### src/rtl/ntc_pkg.sv
// ----------------------------------------------------------------------------
// ntc_pkg: shared types and constants for the thermistor converter
// Holds the resistance table (hundredths of an ohm) and fixed widths.
// ----------------------------------------------------------------------------
package ntc_pkg;

    localparam int ROM_SIZE     = 166;
    localparam int ROM_W        = 26;
    localparam int DIVIDER_OHMS = 3300;
    localparam int TEMP_OFFSET  = 40;
    localparam int CODE_W       = 12;
    localparam int TEMP_W       = 16;

    typedef logic [ROM_W-1:0] rom_word_t;

    function automatic rom_word_t ntc_rom(input logic [7:0] idx);
        rom_word_t v;
        case (idx)
            8'd0: v = 26'd40185972; 8'd1: v = 26'd37381023; 8'd2: v = 26'd34793261;
            8'd3: v = 26'd32404324; 8'd4: v = 26'd30197523; 8'd5: v = 26'd28157683;
            8'd6: v = 26'd26270996; 8'd7: v = 26'd24524887; 8'd8: v = 26'd22907896;
            8'd9: v = 26'd21409575; 8'd10: v = 26'd20020390; 8'd11: v = 26'd18731635;
            8'd12: v = 26'd17535357; 8'd13: v = 26'd16424282; 8'd14: v = 26'd15391757;
            8'd15: v = 26'd14431694; 8'd16: v = 26'd13538512; 8'd17: v = 26'd12707098;
            8'd18: v = 26'd11932764; 8'd19: v = 26'd11211205; 8'd20: v = 26'd10538469;
            8'd21: v = 26'd9910927; 8'd22: v = 26'd9325239; 8'd23: v = 26'd8778338;
            8'd24: v = 26'd8267395; 8'd25: v = 26'd7789811; 8'd26: v = 26'd7343186;
            8'd27: v = 26'd6925312; 8'd28: v = 26'd6534148; 8'd29: v = 26'd6167814;
            8'd30: v = 26'd5824571; 8'd31: v = 26'd5502816; 8'd32: v = 26'd5201063;
            8'd33: v = 26'd4917941; 8'd34: v = 26'd4652180; 8'd35: v = 26'd4402605;
            8'd36: v = 26'd4168125; 8'd37: v = 26'd3947734; 8'd38: v = 26'd3740494;
            8'd39: v = 26'd3545538; 8'd40: v = 26'd3362060; 8'd41: v = 26'd3189314;
            8'd42: v = 26'd3026603; 8'd43: v = 26'd2873284; 8'd44: v = 26'd2728754;
            8'd45: v = 26'd2592456; 8'd46: v = 26'd2463871; 8'd47: v = 26'd2342514;
            8'd48: v = 26'd2227934; 8'd49: v = 26'd2119713; 8'd50: v = 26'd2017458;
            8'd51: v = 26'd1920804; 8'd52: v = 26'd1829410; 8'd53: v = 26'd1742959;
            8'd54: v = 26'd1661153; 8'd55: v = 26'd1583715; 8'd56: v = 26'd1510385;
            8'd57: v = 26'd1440922; 8'd58: v = 26'd1375098; 8'd59: v = 26'd1312701;
            8'd60: v = 26'd1253533; 8'd61: v = 26'd1197406; 8'd62: v = 26'd1144148;
            8'd63: v = 26'd1093595; 8'd64: v = 26'd1045594; 8'd65: v = 26'd1000000;
            8'd66: v = 26'd956680; 8'd67: v = 26'd915506; 8'd68: v = 26'd876361;
            8'd69: v = 26'd839131; 8'd70: v = 26'd803714; 8'd71: v = 26'd770010;
            8'd72: v = 26'd737926; 8'd73: v = 26'd707376; 8'd74: v = 26'd678277;
            8'd75: v = 26'd650553; 8'd76: v = 26'd624130; 8'd77: v = 26'd598941;
            8'd78: v = 26'd574921; 8'd79: v = 26'd552008; 8'd80: v = 26'd530147;
            8'd81: v = 26'd509282; 8'd82: v = 26'd489363; 8'd83: v = 26'd470342;
            8'd84: v = 26'd452173; 8'd85: v = 26'd434814; 8'd86: v = 26'd418223;
            8'd87: v = 26'd402364; 8'd88: v = 26'd387199; 8'd89: v = 26'd372695;
            8'd90: v = 26'd358818; 8'd91: v = 26'd345539; 8'd92: v = 26'd332829;
            8'd93: v = 26'd320660; 8'd94: v = 26'd309007; 8'd95: v = 26'd297844;
            8'd96: v = 26'd287148; 8'd97: v = 26'd276898; 8'd98: v = 26'd267072;
            8'd99: v = 26'd257651; 8'd100: v = 26'd248616; 8'd101: v = 26'd239950;
            8'd102: v = 26'd231634; 8'd103: v = 26'd223653; 8'd104: v = 26'd215993;
            8'd105: v = 26'd208637; 8'd106: v = 26'd201574; 8'd107: v = 26'd194788;
            8'd108: v = 26'd188270; 8'd109: v = 26'd182005; 8'd110: v = 26'd175984;
            8'd111: v = 26'd170195; 8'd112: v = 26'd164628; 8'd113: v = 26'd159274;
            8'd114: v = 26'd154124; 8'd115: v = 26'd149168; 8'd116: v = 26'd144399;
            8'd117: v = 26'd139808; 8'd118: v = 26'd135388; 8'd119: v = 26'd131132;
            8'd120: v = 26'd127032; 8'd121: v = 26'd123083; 8'd122: v = 26'd119277;
            8'd123: v = 26'd115610; 8'd124: v = 26'd112075; 8'd125: v = 26'd108667;
            8'd126: v = 26'd105381; 8'd127: v = 26'd102211; 8'd128: v = 26'd99154;
            8'd129: v = 26'd96204; 8'd130: v = 26'd93358; 8'd131: v = 26'd90610;
            8'd132: v = 26'd87958; 8'd133: v = 26'd85398; 8'd134: v = 26'd82925;
            8'd135: v = 26'd80537; 8'd136: v = 26'd78230; 8'd137: v = 26'd76000;
            8'd138: v = 26'd73846; 8'd139: v = 26'd71765; 8'd140: v = 26'd69752;
            8'd141: v = 26'd67806; 8'd142: v = 26'd65925; 8'd143: v = 26'd64105;
            8'd144: v = 26'd62345; 8'd145: v = 26'd60642; 8'd146: v = 26'd58994;
            8'd147: v = 26'd57399; 8'd148: v = 26'd55855; 8'd149: v = 26'd54361;
            8'd150: v = 26'd52914; 8'd151: v = 26'd51513; 8'd152: v = 26'd50156;
            8'd153: v = 26'd48841; 8'd154: v = 26'd47568; 8'd155: v = 26'd46334;
            8'd156: v = 26'd45138; 8'd157: v = 26'd43979; 8'd158: v = 26'd42855;
            8'd159: v = 26'd41765; 8'd160: v = 26'd40709; 8'd161: v = 26'd39684;
            8'd162: v = 26'd38691; 8'd163: v = 26'd37726; 8'd164: v = 26'd36791;
            8'd165: v = 26'd35883;
            default: v = 26'd35883;
        endcase
        return v;
    endfunction

endpackage

### src/rtl/ntc_div.sv
// ----------------------------------------------------------------------------
// ntc_div: shared restoring divider
// One quotient bit per cycle, MSB first.
// ----------------------------------------------------------------------------
module ntc_div
    import ntc_pkg::*;
#(
    parameter int W = 36
)
(
    input  logic         clk,
    input  logic         rst_n,
    input  logic         start,
    input  logic [W-1:0] num,
    input  logic [W-1:0] den,
    output logic         done,
    output logic [W-1:0] quo
);
    localparam int CW = $clog2(W + 1);

    logic [W-1:0]  rem_reg, rem_next;
    logic [W-1:0]  q_reg, q_next;
    logic [W-1:0]  d_reg;
    logic [CW-1:0] cnt_reg, cnt_next;
    logic          busy_reg, busy_next;
    logic [W:0]    trial;
    logic [W:0]    shifted;

    always_comb
    begin
        shifted   = {rem_reg, q_reg[W-1]};
        trial     = shifted - {1'b0, d_reg};
        rem_next  = rem_reg;
        q_next    = q_reg;
        cnt_next  = cnt_reg;
        busy_next = busy_reg;
        if (start)
        begin
            rem_next  = '0;
            q_next    = num;
            cnt_next  = CW'(W);
            busy_next = 1'b1;
        end
        else if (busy_reg)
        begin
            if (!trial[W])
            begin
                rem_next = trial[W-1:0];
                q_next   = {q_reg[W-2:0], 1'b1};
            end
            else
            begin
                rem_next = shifted[W-1:0];
                q_next   = {q_reg[W-2:0], 1'b0};
            end
            cnt_next = cnt_reg - 1'b1;
            if (cnt_reg == CW'(1))
                busy_next = 1'b0;
        end
    end

    always_ff @(posedge clk or negedge rst_n)
    begin
        if (!rst_n)
        begin
            busy_reg <= 1'b0;
            cnt_reg  <= '0;
        end
        else
        begin
            busy_reg <= busy_next;
            cnt_reg  <= cnt_next;
        end
    end

    always_ff @(posedge clk)
    begin
        rem_reg <= rem_next;
        q_reg   <= q_next;
        if (start)
            d_reg <= den;
    end

    assign done = busy_reg && (cnt_reg == CW'(1));
    assign quo  = q_next;
endmodule
### config.mk
export PLATFORM = sky130hd
export DESIGN_NAME = ntc_div
export DESIGN_NICKNAME = d
export VERILOG_FILES = /design/src/rtl/ntc_pkg.sv /design/src/rtl/ntc_div.sv
export SDC_FILE = /design/constraint.sdc
export NUM_CORES = 1
export LEC_CHECK = 0
export ABC_AREA = 1
export BUFFER_PORTS_ARGS = -buffer_cell sky130_fd_sc_hd__buf_2
export CAP_MARGIN = 20
export CORE_UTILIZATION = 38
export CTS_BUF_LIST = sky130_fd_sc_hd__clkbuf_4
export DETAILED_ROUTE_END_ITERATION = 7
export GPL_ROUTABILITY_DRIVEN = 0
export PLACE_DENSITY = 0.53
export SETUP_SLACK_MARGIN = 0.3
export SLEW_MARGIN = 20
export SYNTH_ARGS = -nofsm -noshare
export SYNTH_HDL_FRONTEND = slang
export SYNTH_SLANG_ARGS = --single-unit
### constraint.sdc
create_clock -name clk -period 2.6 [get_ports clk]
set_input_delay 0.52 -clock clk [delete_from_list [all_inputs] [get_ports clk]]
set_output_delay 0.52 -clock clk [all_outputs]
set_load 0.03 [all_outputs]
==> metrics, run 1 <==
Syn Inst Count 1058; failing checks negative setup slack; busiest grt layer met2; GRT overflow 0; leakage 0.00517 uW; met2 Use GR a little under two fifths; combinational fraction of design power 32.6%; FF+latch count, synth 115; Final Cycle Share 114%; DRT antenna net count 0; ys flop type dfxtp_1; Worst setup SP type register; number of synthesized flops with an enable pin 36; root buffer cell clkbuf_4; Final Hold Slack between 0.1 and 0.15 ns; share of cells above drive strength 1 28.0%; syn avg cell area roughly 7 sq um; Worst Skew between 0.04 and 0.05 ns; Layout area overhead 44.3%; Mapped Nets 1172; Post-layout nets 1340; final hold vios 0; GRT met1 Usage 27.1%; sequential power share 39.8%; # IOs 112; Final Total Pwr ~5200 uW; critical path capture point type primary output; Psw between 1500 and 2000 uW; worst-path fanout max 5; Skew-Pair Late Insertion Delay 0.59 ns; fmax 0.337 GHz; internal power 3330 uW; Sw Ratio about 37%; vias 7045; DIE HEIGHT 140 microns; status complete, but fails checks; HP Class primary input to register; First DRT Iteration DRCs around 350; largest net degree at the start of global routing 37; Tmin final 2.97 ns; worst-margin pin slew 0.449 ns; first-pass GRT wire length between 30000 and 40000 microns; CP arrival roughly 2.5 ns; GRT Util Overall 22.0%; met3 Usage GRT 6.19%; fin. max-slew vios 0; asr flop ratio synth 6.09%; Worst-path clk slew 0.16 ns; RSZ-0062 raised after global routing yes; drt first pass iters 5; Setup CP Type register to primary output; Worst IR Drop VDD slightly below 0.0004 V; Seq/Total Area, Yosys 37.3%; CTS Sinks approximately 120; pwr/cell area between 500 and 600 nW/um^2; clock share of power between 20% and 30%; Core Region 18700 sq um; final worst slack -0.369 ns; Crit path required time approximately 2.1 ns; port bufs 111; CTS tree built; Die ar. 19600 sq um; Max clock buf depth 2; Total Wirelength 21600 microns; post-synth cell types 42; DIE WIDTH 140 microns; Starting Density 38.6%; most common cell after layout, fill and taps aside nand2_1; Slew Limit Headroom 70.1%; drt via density between 4 and 5; Placement Rows 50; setup violators final 1; H-Tree Depth 4; HPWL Detailed 14300 microns; vias in the first global route 6998; TritonCTS Buffers 17; Wirelength per Cell 14.7 microns; Syn Std Cell Area 7230 sq um; synth warn 0; Max Cap Viol 0; number of remaining DRC errors 0; antenna violations before repair 1; most frequent cells in the layout nand2_1 (403), inv_1 (166), buf_2 (75)
==> logic make-up after synthesis <==
| group | count (synthesis) | share of synthesized area (%) |
|---|---|---|
| AND/OR/NAND/NOR | 569 | 32.0 |
| buffers and inverters | 210 | 11.5 |
| flip-flops | 115 | 37.3 |
| AO/OA/AOI/OAI | 102 | 9.49 |
| adder cells (fa/ha/maj) | 39 | 6.85 |
| XOR/XNOR | 23 | 2.79 |
==> worst paths after layout <==
| check | from | endpoint | slack (ns) | depth (start not counted) |
|---|---|---|---|---|
| worst max-delay path | d_reg[29]$_DFFE_PP_ | quo[0] | -0.37 | 13 |
| worst min-delay path | den[14] | d_reg[14]$_DFFE_PP_ | 0.11 | 1 |
| worst max register to register | d_reg[29]$_DFFE_PP_ | rem_reg[14]$_SDFFE_PP0P_ | 0.29 | 16 |
| worst min register to register | rem_reg[3]$_SDFFE_PP0P_ | rem_reg[3]$_SDFFE_PP0P_ | 0.48 | 2 |
| max in group asynchronous | rst_n | cnt_reg[2]$_DFFE_PN0P_ | 2.12 | 2 |
| min in group asynchronous | rst_n | cnt_reg[1]$_DFFE_PN0P_ | 0.30 | 2 |
==> power by group through the flow <==
stage	clock, uW	sequential (uW)	combinational [uW]
5_1_grt	1580	2100	1870
3_3_place_gp	0	2100	1220
6_report	1450	2080	1710
4_1_cts	1490	2080	1550
2_1_floorplan	0	2090	891
3_5_place_dp	0	2110	1220
==> per-stage QoR <==
stage / instance area [sq um] / std cells / TNS, ns / worst slack [ns] / utilization, %
final: 10400 / 1474 / -0.369 / -0.369 / 55.8
after global routing: 10400 / 1474 / -0.536 / -0.536 / 55.8
after CTS: 9910 / 1452 / -0.387 / -0.387 / 53.0
after detailed placement: 8170 / 1399 / 0 / 0.0539 / 43.7
after global placement: 8170 / 1399 / 0 / 0.0766 / 43.7
after floorplan: 7270 / 1058 / 0 / 0.304 / -
==> per-layer routing <==
layer	wire length, microns	vias up	share of wire, %
li1	-	3666	-
met1	9590	3186	44
met2	10500	174	48
met3	1270	19	5.9
met4	308	0	1.4
met5	0	-	0
==> cells in the mapped netlist (2+ instances only) <==
master,instances,share of area (%)
nand2_1,423,22
nand3b_1,2,0.21
o21ai_0,15,1.0
inv_2,10,0.52
nor2_4,2,0.31
nand2_4,5,0.78
nand2_2,4,0.35
edfxtp_1,36,15
nand3_1,46,3.2
o21bai_1,6,0.62
o221ai_1,34,4.1
nand3_2,2,0.28
nor2_2,2,0.17
xor2_1,21,2.5
xnor2_1,2,0.24
a31oi_1,2,0.17
nand4_1,5,0.43
a21oi_2,2,0.24
nor3_1,9,0.62
buf_6,4,0.62
clkbuf_1,14,0.73
a21oi_1,32,2.2
dfxtp_1,72,20
nor2_1,67,3.5
ha_1,38,6.6
o21ai_1,5,0.35
buf_1,3,0.16
dfrtp_1,7,2.4
inv_1,175,9.1
==> what timing repair did <==
action / CTS / global route
pin swaps: 17 / 10
hold buffers: 1 / 0
endpoints found under the hold margin: 7 / 0
gates resized for setup: 216 / 39
gates cloned: 5 / 8
setup buffers: 15 / 13
endpoints found under the setup margin: 71 / 72
==> final cells by class <==
type | count | area (sq um)
diodes | 1 | 2.50
clock buffers | 17 | 128
clock inverters | 15 | 166
fillers | 1746 | 8280
inverters | 186 | 729
multi-input cells | 733 | 4860
flip-flops and latches | 115 | 2700
well taps | 234 | 293
repair buffers | 168 | 1460
repair inverters | 5 | 87.6
==> critical path, cell delays in order, from the launching register on <==
cell and delay [ns]:
edfxtp_1 0.39, inv_1 0.09, ha_4 0.22, a21oi_4 0.14, nor2_1 0.07, o21ai_1 0.14, nand2_1 0.10, a21oi_4 0.22
nand2_4 0.09, nand2_4 0.09, nand2_8 0.06, nand2_4 0.07, nand2_4 0.05, buf_6 0.15
(Power assumes the default switching activity.)
==> run 2, diff against run 1 <==
--- a/config.mk
+++ b/config.mk
@@ -5,14 +5,13 @@
 export SDC_FILE = /design/constraint.sdc
 export NUM_CORES = 1
 export LEC_CHECK = 0
-export ABC_AREA = 1
 export BUFFER_PORTS_ARGS = -buffer_cell sky130_fd_sc_hd__buf_2
 export CAP_MARGIN = 20
 export CORE_UTILIZATION = 38
 export CTS_BUF_LIST = sky130_fd_sc_hd__clkbuf_4
 export DETAILED_ROUTE_END_ITERATION = 7
 export GPL_ROUTABILITY_DRIVEN = 0
-export PLACE_DENSITY = 0.53
+export PLACE_DENSITY = 0.54
 export SETUP_SLACK_MARGIN = 0.3
 export SLEW_MARGIN = 20
 export SYNTH_ARGS = -nofsm -noshare
==> metrics, run 2 <==
most numerous cell in the Yosys netlist nand2_1; final hold vios 0 (unchanged); port bufs 111 (unchanged); First DRT Iteration DRCs 327 (-6.8%); Syn Inst Count 777 (-27%); Core Region 17400 sq um (-6.9%); CP arrival 3.14 ns (+0.69 ns); worst-path fanout max 4 (-1); Seq/Total Area, Yosys 39.6% (+2.3 points); FF+latch count, synth 115 (unchanged); Top delay family on crit path compound AO/OA/AOI/OAI gates; buffer and inverter count on the worst path 2 (unchanged); DIE WIDTH 136 microns (-2.9%); Die ar. 18500 sq um (-5.7%); fmax 0.273 GHz (-19%); Yosys top cell area share 21.2% (-0.80 points); Worst IR Drop VDD 0.000329 V (-16%); share of cells above drive strength 1 39.5% (+12 points); Syn Std Cell Area 6810 sq um (-5.8%); Placement Rows 48 (-4.0%); cell taking the most area after synthesis dfxtp_1; number of synthesized flops with an enable pin 36 (unchanged); GRT Util Overall 22.0% (-0.091 points); drt via density 5.31 (+11%); utilization after layout 58.2% (+2.4 points); HP Class primary input to register; CTS Sinks 115 (unchanged); Tmin final 3.66 ns (+0.694 ns); final worst slack -1.06 ns (-0.694 ns); Crit path required time 2.08 ns (about the same); critical path capture point type primary output; # IOs 112 (unchanged); status complete, but fails checks; Layout area overhead 48.8%; Synth area leaders dfxtp_1 (21%), edfxtp_1 (16%), ha_1 (7.0%), mux2i_1 (5.3%), o21ai_0 (4.8%); worst-margin pin slew 0.758 ns (+0.309 ns); largest net degree at the start of global routing 74 (+100%); failing checks negative setup slack; Reg2Reg Setup Slack -0.73 ns (-1.02 ns); first-pass GRT wire length 32200 microns (-5.2%); Slew Limit Headroom 49.5% (-21 points); vias 6928 (-1.7%); setup violators final 37 (+36); synth warn 0 (unchanged); DIE HEIGHT 136 microns (-2.9%); most common cell after layout, fill and taps aside buf_4; Worst-path clk slew 0.13 ns (-0.03 ns); Worst setup SP type register; drt first pass iters 8 (+3); HPWL Detailed 14400 microns (+0.34%); Skew-Pair Late Insertion Delay 0.54 ns (-0.05 ns); leakage 0.00486 uW (-5.9%); root buffer cell clkbuf_4; Post-layout nets 1179 (-12%); number of remaining DRC errors 0 (unchanged); fin. max-slew vios 0 (unchanged); GRT overflow 0 (unchanged); Wirelength per Cell 15.8 microns (+7.6%); Max Cap Viol 0 (unchanged); H-Tree Depth 4 (unchanged); CTS tree built; Setup CP Type register to primary output; critical path's slowest cell edfxtp_1; RSZ-0062 raised after global routing yes; most frequent cells in the layout buf_4 (204), nand2_1 (78), buf_2 (73); Final Cycle Share 141% (+27 points); post-synth cell types 65 (+55%); pwr/cell area 485 nW/um^2 (-3.5%); syn avg cell area 8.76 sq um (+28%); Total Wirelength 20600 microns (-4.8%); ys flop type dfxtp_1; Starting Density 39.1% (+0.46 points); antenna violations before repair 1 (unchanged); critical-path cell list ha_4 > inv_2 > fa_2 > a21o_1 > a221o_1 > a41oi_2 > a31o_4 > o311ai_4 > a21oi_2 > nor3_4 > o22a_4 > buf_6; vias in the first global route 6762 (-3.4%); CP peak stage delay 0.39 ns (about the same); Mapped Nets 891 (-24%); Post-synth top cells nand2_1 (78), dfxtp_1 (72), o21ai_0 (65); TritonCTS Buffers 17 (unchanged); Final Total Pwr 4920 uW (-6.2%); DRT antenna net count 0 (unchanged); asr flop ratio synth 6.09% (unchanged); Worst Skew 0.0220 ns (-0.0245 ns); Max clock buf depth 2 (unchanged)
==> run 2: changes by cell type after synthesis, moves of 11 or more <==
cell and change:
o21ai_0 +50, nand2_1 -345, a311oi_1 +28, o221ai_1 -33, nand3_1 -11, o21ai_1 +12
xnor2_1 +13, mux2i_1 +36, clkbuf_1 +28, a21o_1 +16, inv_1 -124
==> run 2: metrics by stage <==
step           instances  TNS, ns  area [sq um]  hold WS (ns)  setup WS (ns)
2_1_floorplan        777    -7.65          6880         0.224         -0.477
3_3_place_gp        1228   -11.50          8780         0.355         -0.505
3_5_place_dp        1228   -14.66          8780         0.363         -0.527
4_1_cts             1288   -20.31          9640         0.107          -1.06
5_1_grt             1304   -27.23         10100        0.0979          -1.20
6_report            1304   -22.57         10100         0.137          -1.06
==> run 2: final timing paths <==
| check | endpoint | depth (start not counted) | from |
|---|---|---|---|
| worst max-delay path | quo[0] | 12 | d_reg[0]$_DFFE_PP_ |
| worst min-delay path | d_reg[20]$_DFFE_PP_ | 1 | den[20] |
| worst max register to register | rem_reg[7]$_SDFFE_PP0P_ | 17 | d_reg[0]$_DFFE_PP_ |
| worst min register to register | rem_reg[23]$_SDFFE_PP0P_ | 2 | rem_reg[22]$_SDFFE_PP0P_ |
| max in group asynchronous | busy_reg$_DFF_PN0_ | 2 | rst_n |
| min in group asynchronous | cnt_reg[3]$_DFFE_PN0P_ | 2 | rst_n |
==> run 2: cell families after synthesis <==
logic type / count (synthesis) / share of synthesized area, %
compound gates: 231 / 23.0
fa+ha+maj: 39 / 7.28
mux: 36 / 5.29
xor+xnor: 32 / 4.12
simple gates: 223 / 15.0
buf+inv: 101 / 5.75
flops: 115 / 39.6
==> run 2: timing repair <==
item,in CTS,in global routing
gates resized for setup,96,87
pin swaps,33,41
hold buffers,1,0
buffers inserted,23,13
setup endpoints to repair,66,74
cloned,4,2
hold endpoints to repair,7,0
==> run 2: power by group <==
part	total [uW]	internal [uW]	switching, uW	leakage (uW)
Sequential	2090	2000	88.4	0.00103
Combinational	1460	708	755	0.00367
Clock	1360	580	784	0.000162
==> run 2: final cells by class <==
type,instances,area (sq um)
clock buffers,17,128
flip-flops and latches,115,2700
clock inverters,15,154
repair buffers,318,2540
multi-input cells,562,4130
inverters,51,191
diodes,1,2.50
well taps,225,282
fillers,1556,7280
==> run 2: worst reg2reg max path, delay by kind of cell, from the launching register on <==
kind                       cells  cell delay, ns
AOI/OAI and AO/OA              8            1.63
adders and majority gates      2            0.49
buffers and inverters          7            0.74
DFF                            1            0.39
==> run 2: metal layers <==
metal | vias up | wire length (microns) | GRT usage [%]
met5 | - | 0 | 0
met4 | 0 | 282 | 6.05
met3 | 25 | 721 | 4.40
met2 | 128 | 10200 | 37.9
met1 | 3329 | 9340 | 27.7
li1 | 3446 | - | -
==> run 3, diff against run 2 <==
--- a/config.mk
+++ b/config.mk
@@ -5,6 +5,7 @@
 export SDC_FILE = /design/constraint.sdc
 export NUM_CORES = 1
 export LEC_CHECK = 0
+export ABC_CLOCK_PERIOD_IN_PS = 2600
 export BUFFER_PORTS_ARGS = -buffer_cell sky130_fd_sc_hd__buf_2
 export CAP_MARGIN = 20
 export CORE_UTILIZATION = 38
@@ -12,7 +13,7 @@
 export DETAILED_ROUTE_END_ITERATION = 7
 export GPL_ROUTABILITY_DRIVEN = 0
 export PLACE_DENSITY = 0.54
-export SETUP_SLACK_MARGIN = 0.3
+export SETUP_SLACK_MARGIN = 0.1
 export SLEW_MARGIN = 20
 export SYNTH_ARGS = -nofsm -noshare
 export SYNTH_HDL_FRONTEND = slang
==> metrics, run 3 (synthesized netlist as in run 2, its figures left out) <==
H-Tree Depth 4 (unchanged); Wirelength per Cell 15.9 microns (+0.53%); Placement Rows 48 (unchanged); pwr/cell area 516 nW/um^2 (+6.4%); worst slack, placed -0.612 ns (-0.0850 ns); DIE WIDTH 136 microns (unchanged); Starting Density 39.1% (unchanged); port bufs 111 (unchanged); Worst IR Drop VDD 0.000389 V (+18%); Setup CP Type register to primary output; Worst-path clk slew 0.12 ns (about the same); DIE HEIGHT 136 microns (unchanged); R2R Path End rem_reg[17]$_SDFFE_PP0P_; most frequent cells in the layout buf_4 (185), buf_2 (92), nand2_1 (78); setup violators final 37 (unchanged); HP Class primary input to register; CTS tree built; Crit path required time 2.08 ns (about the same); Post-layout nets 1172 (-0.59%); Worst setup SP type register; First DRT Iteration DRCs 488 (+49%); critical path's slowest cell dfxtp_2; status complete, but fails checks; Skew-Pair Late Insertion Delay 0.57 ns (+0.03 ns); RSZ-0062 raised after global routing yes; worst-margin pin slew 0.666 ns (-0.0924 ns); placed standard-cell area 8740 sq um (-0.40%); vias 6840 (-1.3%); fin cells 1298 (-0.46%); failing checks design-rule violations, negative setup slack; r2r startpoint q_reg[35]$_DFF_P_; fmax 0.272 GHz (-0.32%); design area 10000 sq um (-1.3%); CP arrival 3.15 ns (about the same); TritonCTS Buffers 17 (unchanged); buffer and inverter count on the worst path 3 (+1); drt via density 5.27 (-0.81%); antenna violations before repair 1 (unchanged); GRT Util Overall 22.8% (+0.87 points); vias in the first global route 6758 (-0.059%); placed instance count 1225 (-0.24%); final worst slack -1.07 ns (-0.0117 ns); Max Cap Viol 0 (unchanged); leakage 0.00481 uW (-1.0%); critical path capture point type primary output; Top delay family on crit path compound AO/OA/AOI/OAI gates; Total Wirelength 20600 microns (about the same); Final Cycle Share 141% (+0.45 points); DRT antenna net count 0 (unchanged); CP peak stage delay 0.34 ns (-0.05 ns); Max clock buf depth 2 (unchanged); Reg2Reg Setup Slack -0.63 ns (+0.10 ns); WHS Path Cells 1 (unchanged); crit-path most repeated cell inv_2; Tmin final 3.67 ns (+0.0117 ns); GRT overflow 0 (unchanged); worst-path fanout max 3 (-1); HPWL Detailed 14200 microns (-1.5%); fin. max-slew vios 0 (unchanged); Worst Skew 0.0205 ns (-0.00141 ns); share of cells above drive strength 1 38.6% (-0.96 points); reg2reg path depth 14 (-3); Layout area overhead 46.9%; largest net degree at the start of global routing 54 (-27%); first-pass GRT wire length 32800 microns (+2.1%); number of remaining DRC errors 1 (+1); final hold vios 0 (unchanged); Die ar. 18500 sq um (unchanged); HP Start den[5]; Core Region 17400 sq um (unchanged); Hold Crit Endpoint d_reg[5]$_DFFE_PP_; Slew Limit Headroom 55.6% (+6.2 points); CTS Sinks 115 (unchanged); critical-path cell list inv_2 > ha_4 > inv_2 > fa_2 > a21o_1 > a221o_1 > a41oi_2 > a31o_4 > o311ai_4 > and3_4 > nor3_4 > o22a_4 > buf_6; # IOs 112 (unchanged); root buffer cell clkbuf_4; most common cell after layout, fill and taps aside buf_4; drt first pass iters 8 (unchanged)
-- run 3: worst max-delay path by stage --
stage	from	endpoint	slack [ns]	depth (start not counted)
floorplan	q_reg[35]$_DFF_P_	quo[0]	-0.48	13
global placement	d_reg[1]$_DFFE_PP_	rem_reg[29]$_SDFFE_PP0P_	-0.54	11
detailed placement	d_reg[1]$_DFFE_PP_	rem_reg[27]$_SDFFE_PP0P_	-0.61	11
CTS	q_reg[35]$_DFF_P_	quo[0]	-1.07	13
global route	q_reg[35]$_DFF_P_	quo[0]	-1.19	13
finish	q_reg[35]$_DFF_P_	quo[0]	-1.07	13
-- run 3: timing repair --
action / 4_1_cts / 5_1_grt
cloned: 3 / 0
pin swaps: 39 / 38
buffers inserted: 27 / 14
hold endpoints to repair: 7 / 0
hold buffers: 1 / 0
setup endpoints to repair: 64 / 58
resized for setup: 88 / 60
-- run 3: area by class of cell --
cell class	instances	area (sq um)
Antenna cell	2	5.00
Sequential cell	115	2700
Clock inverter	13	204
Fill cell	1526	7410
Inverter	51	191
Tap cell	225	282
Multi-Input combinational cell	561	4110
Clock buffer	19	143
Timing Repair Buffer	312	2370
-- run 3: report_power, final --
part	internal (uW)	switching, uW
combinational	687	751
sequential	2000	82.4
clock	883	759
total	3570	1590
-- run 3: routing by layer --
| layer | vias to the layer above | GRT usage [%] | routed length [microns] |
|---|---|---|---|
| met5 | - | 0 | 0 |
| met1 | 3122 | 28.9 | 9370 |
| met3 | 37 | 4.55 | 1140 |
| met2 | 239 | 37.9 | 9680 |
| met4 | 0 | 9.26 | 404 |
| li1 | 3442 | - | - |
-- run 3: metrics by stage --
stage / util (%) / power, uW / hold slack [ns] / setup TNS [ns]
after CTS: 55.9 / 5120 / 0.0943 / -15.78
after global routing: 57.4 / 5420 / 0.0916 / -21.31
final: 57.4 / 5160 / 0.108 / -17.43
after global placement: 50.2 / 3360 / 0.359 / -11.71
after floorplan: - / 2840 / 0.224 / -7.65
after detailed placement: 50.2 / 3390 / 0.362 / -14.36
-- run 3: worst register-to-register path, stage by stage (launching register included) --
cell	delay (ns)
dfxtp_2	0.34
inv_2	0.06
ha_4	0.14
inv_2	0.03
fa_2	0.33
a21o_1	0.18
a221o_1	0.33
a41oi_2	0.22
a31o_4	0.20
o311ai_4	0.10
and3_4	0.21
buf_4	0.14
buf_6	0.12
or4_4	0.48
a311oi_2	0.26
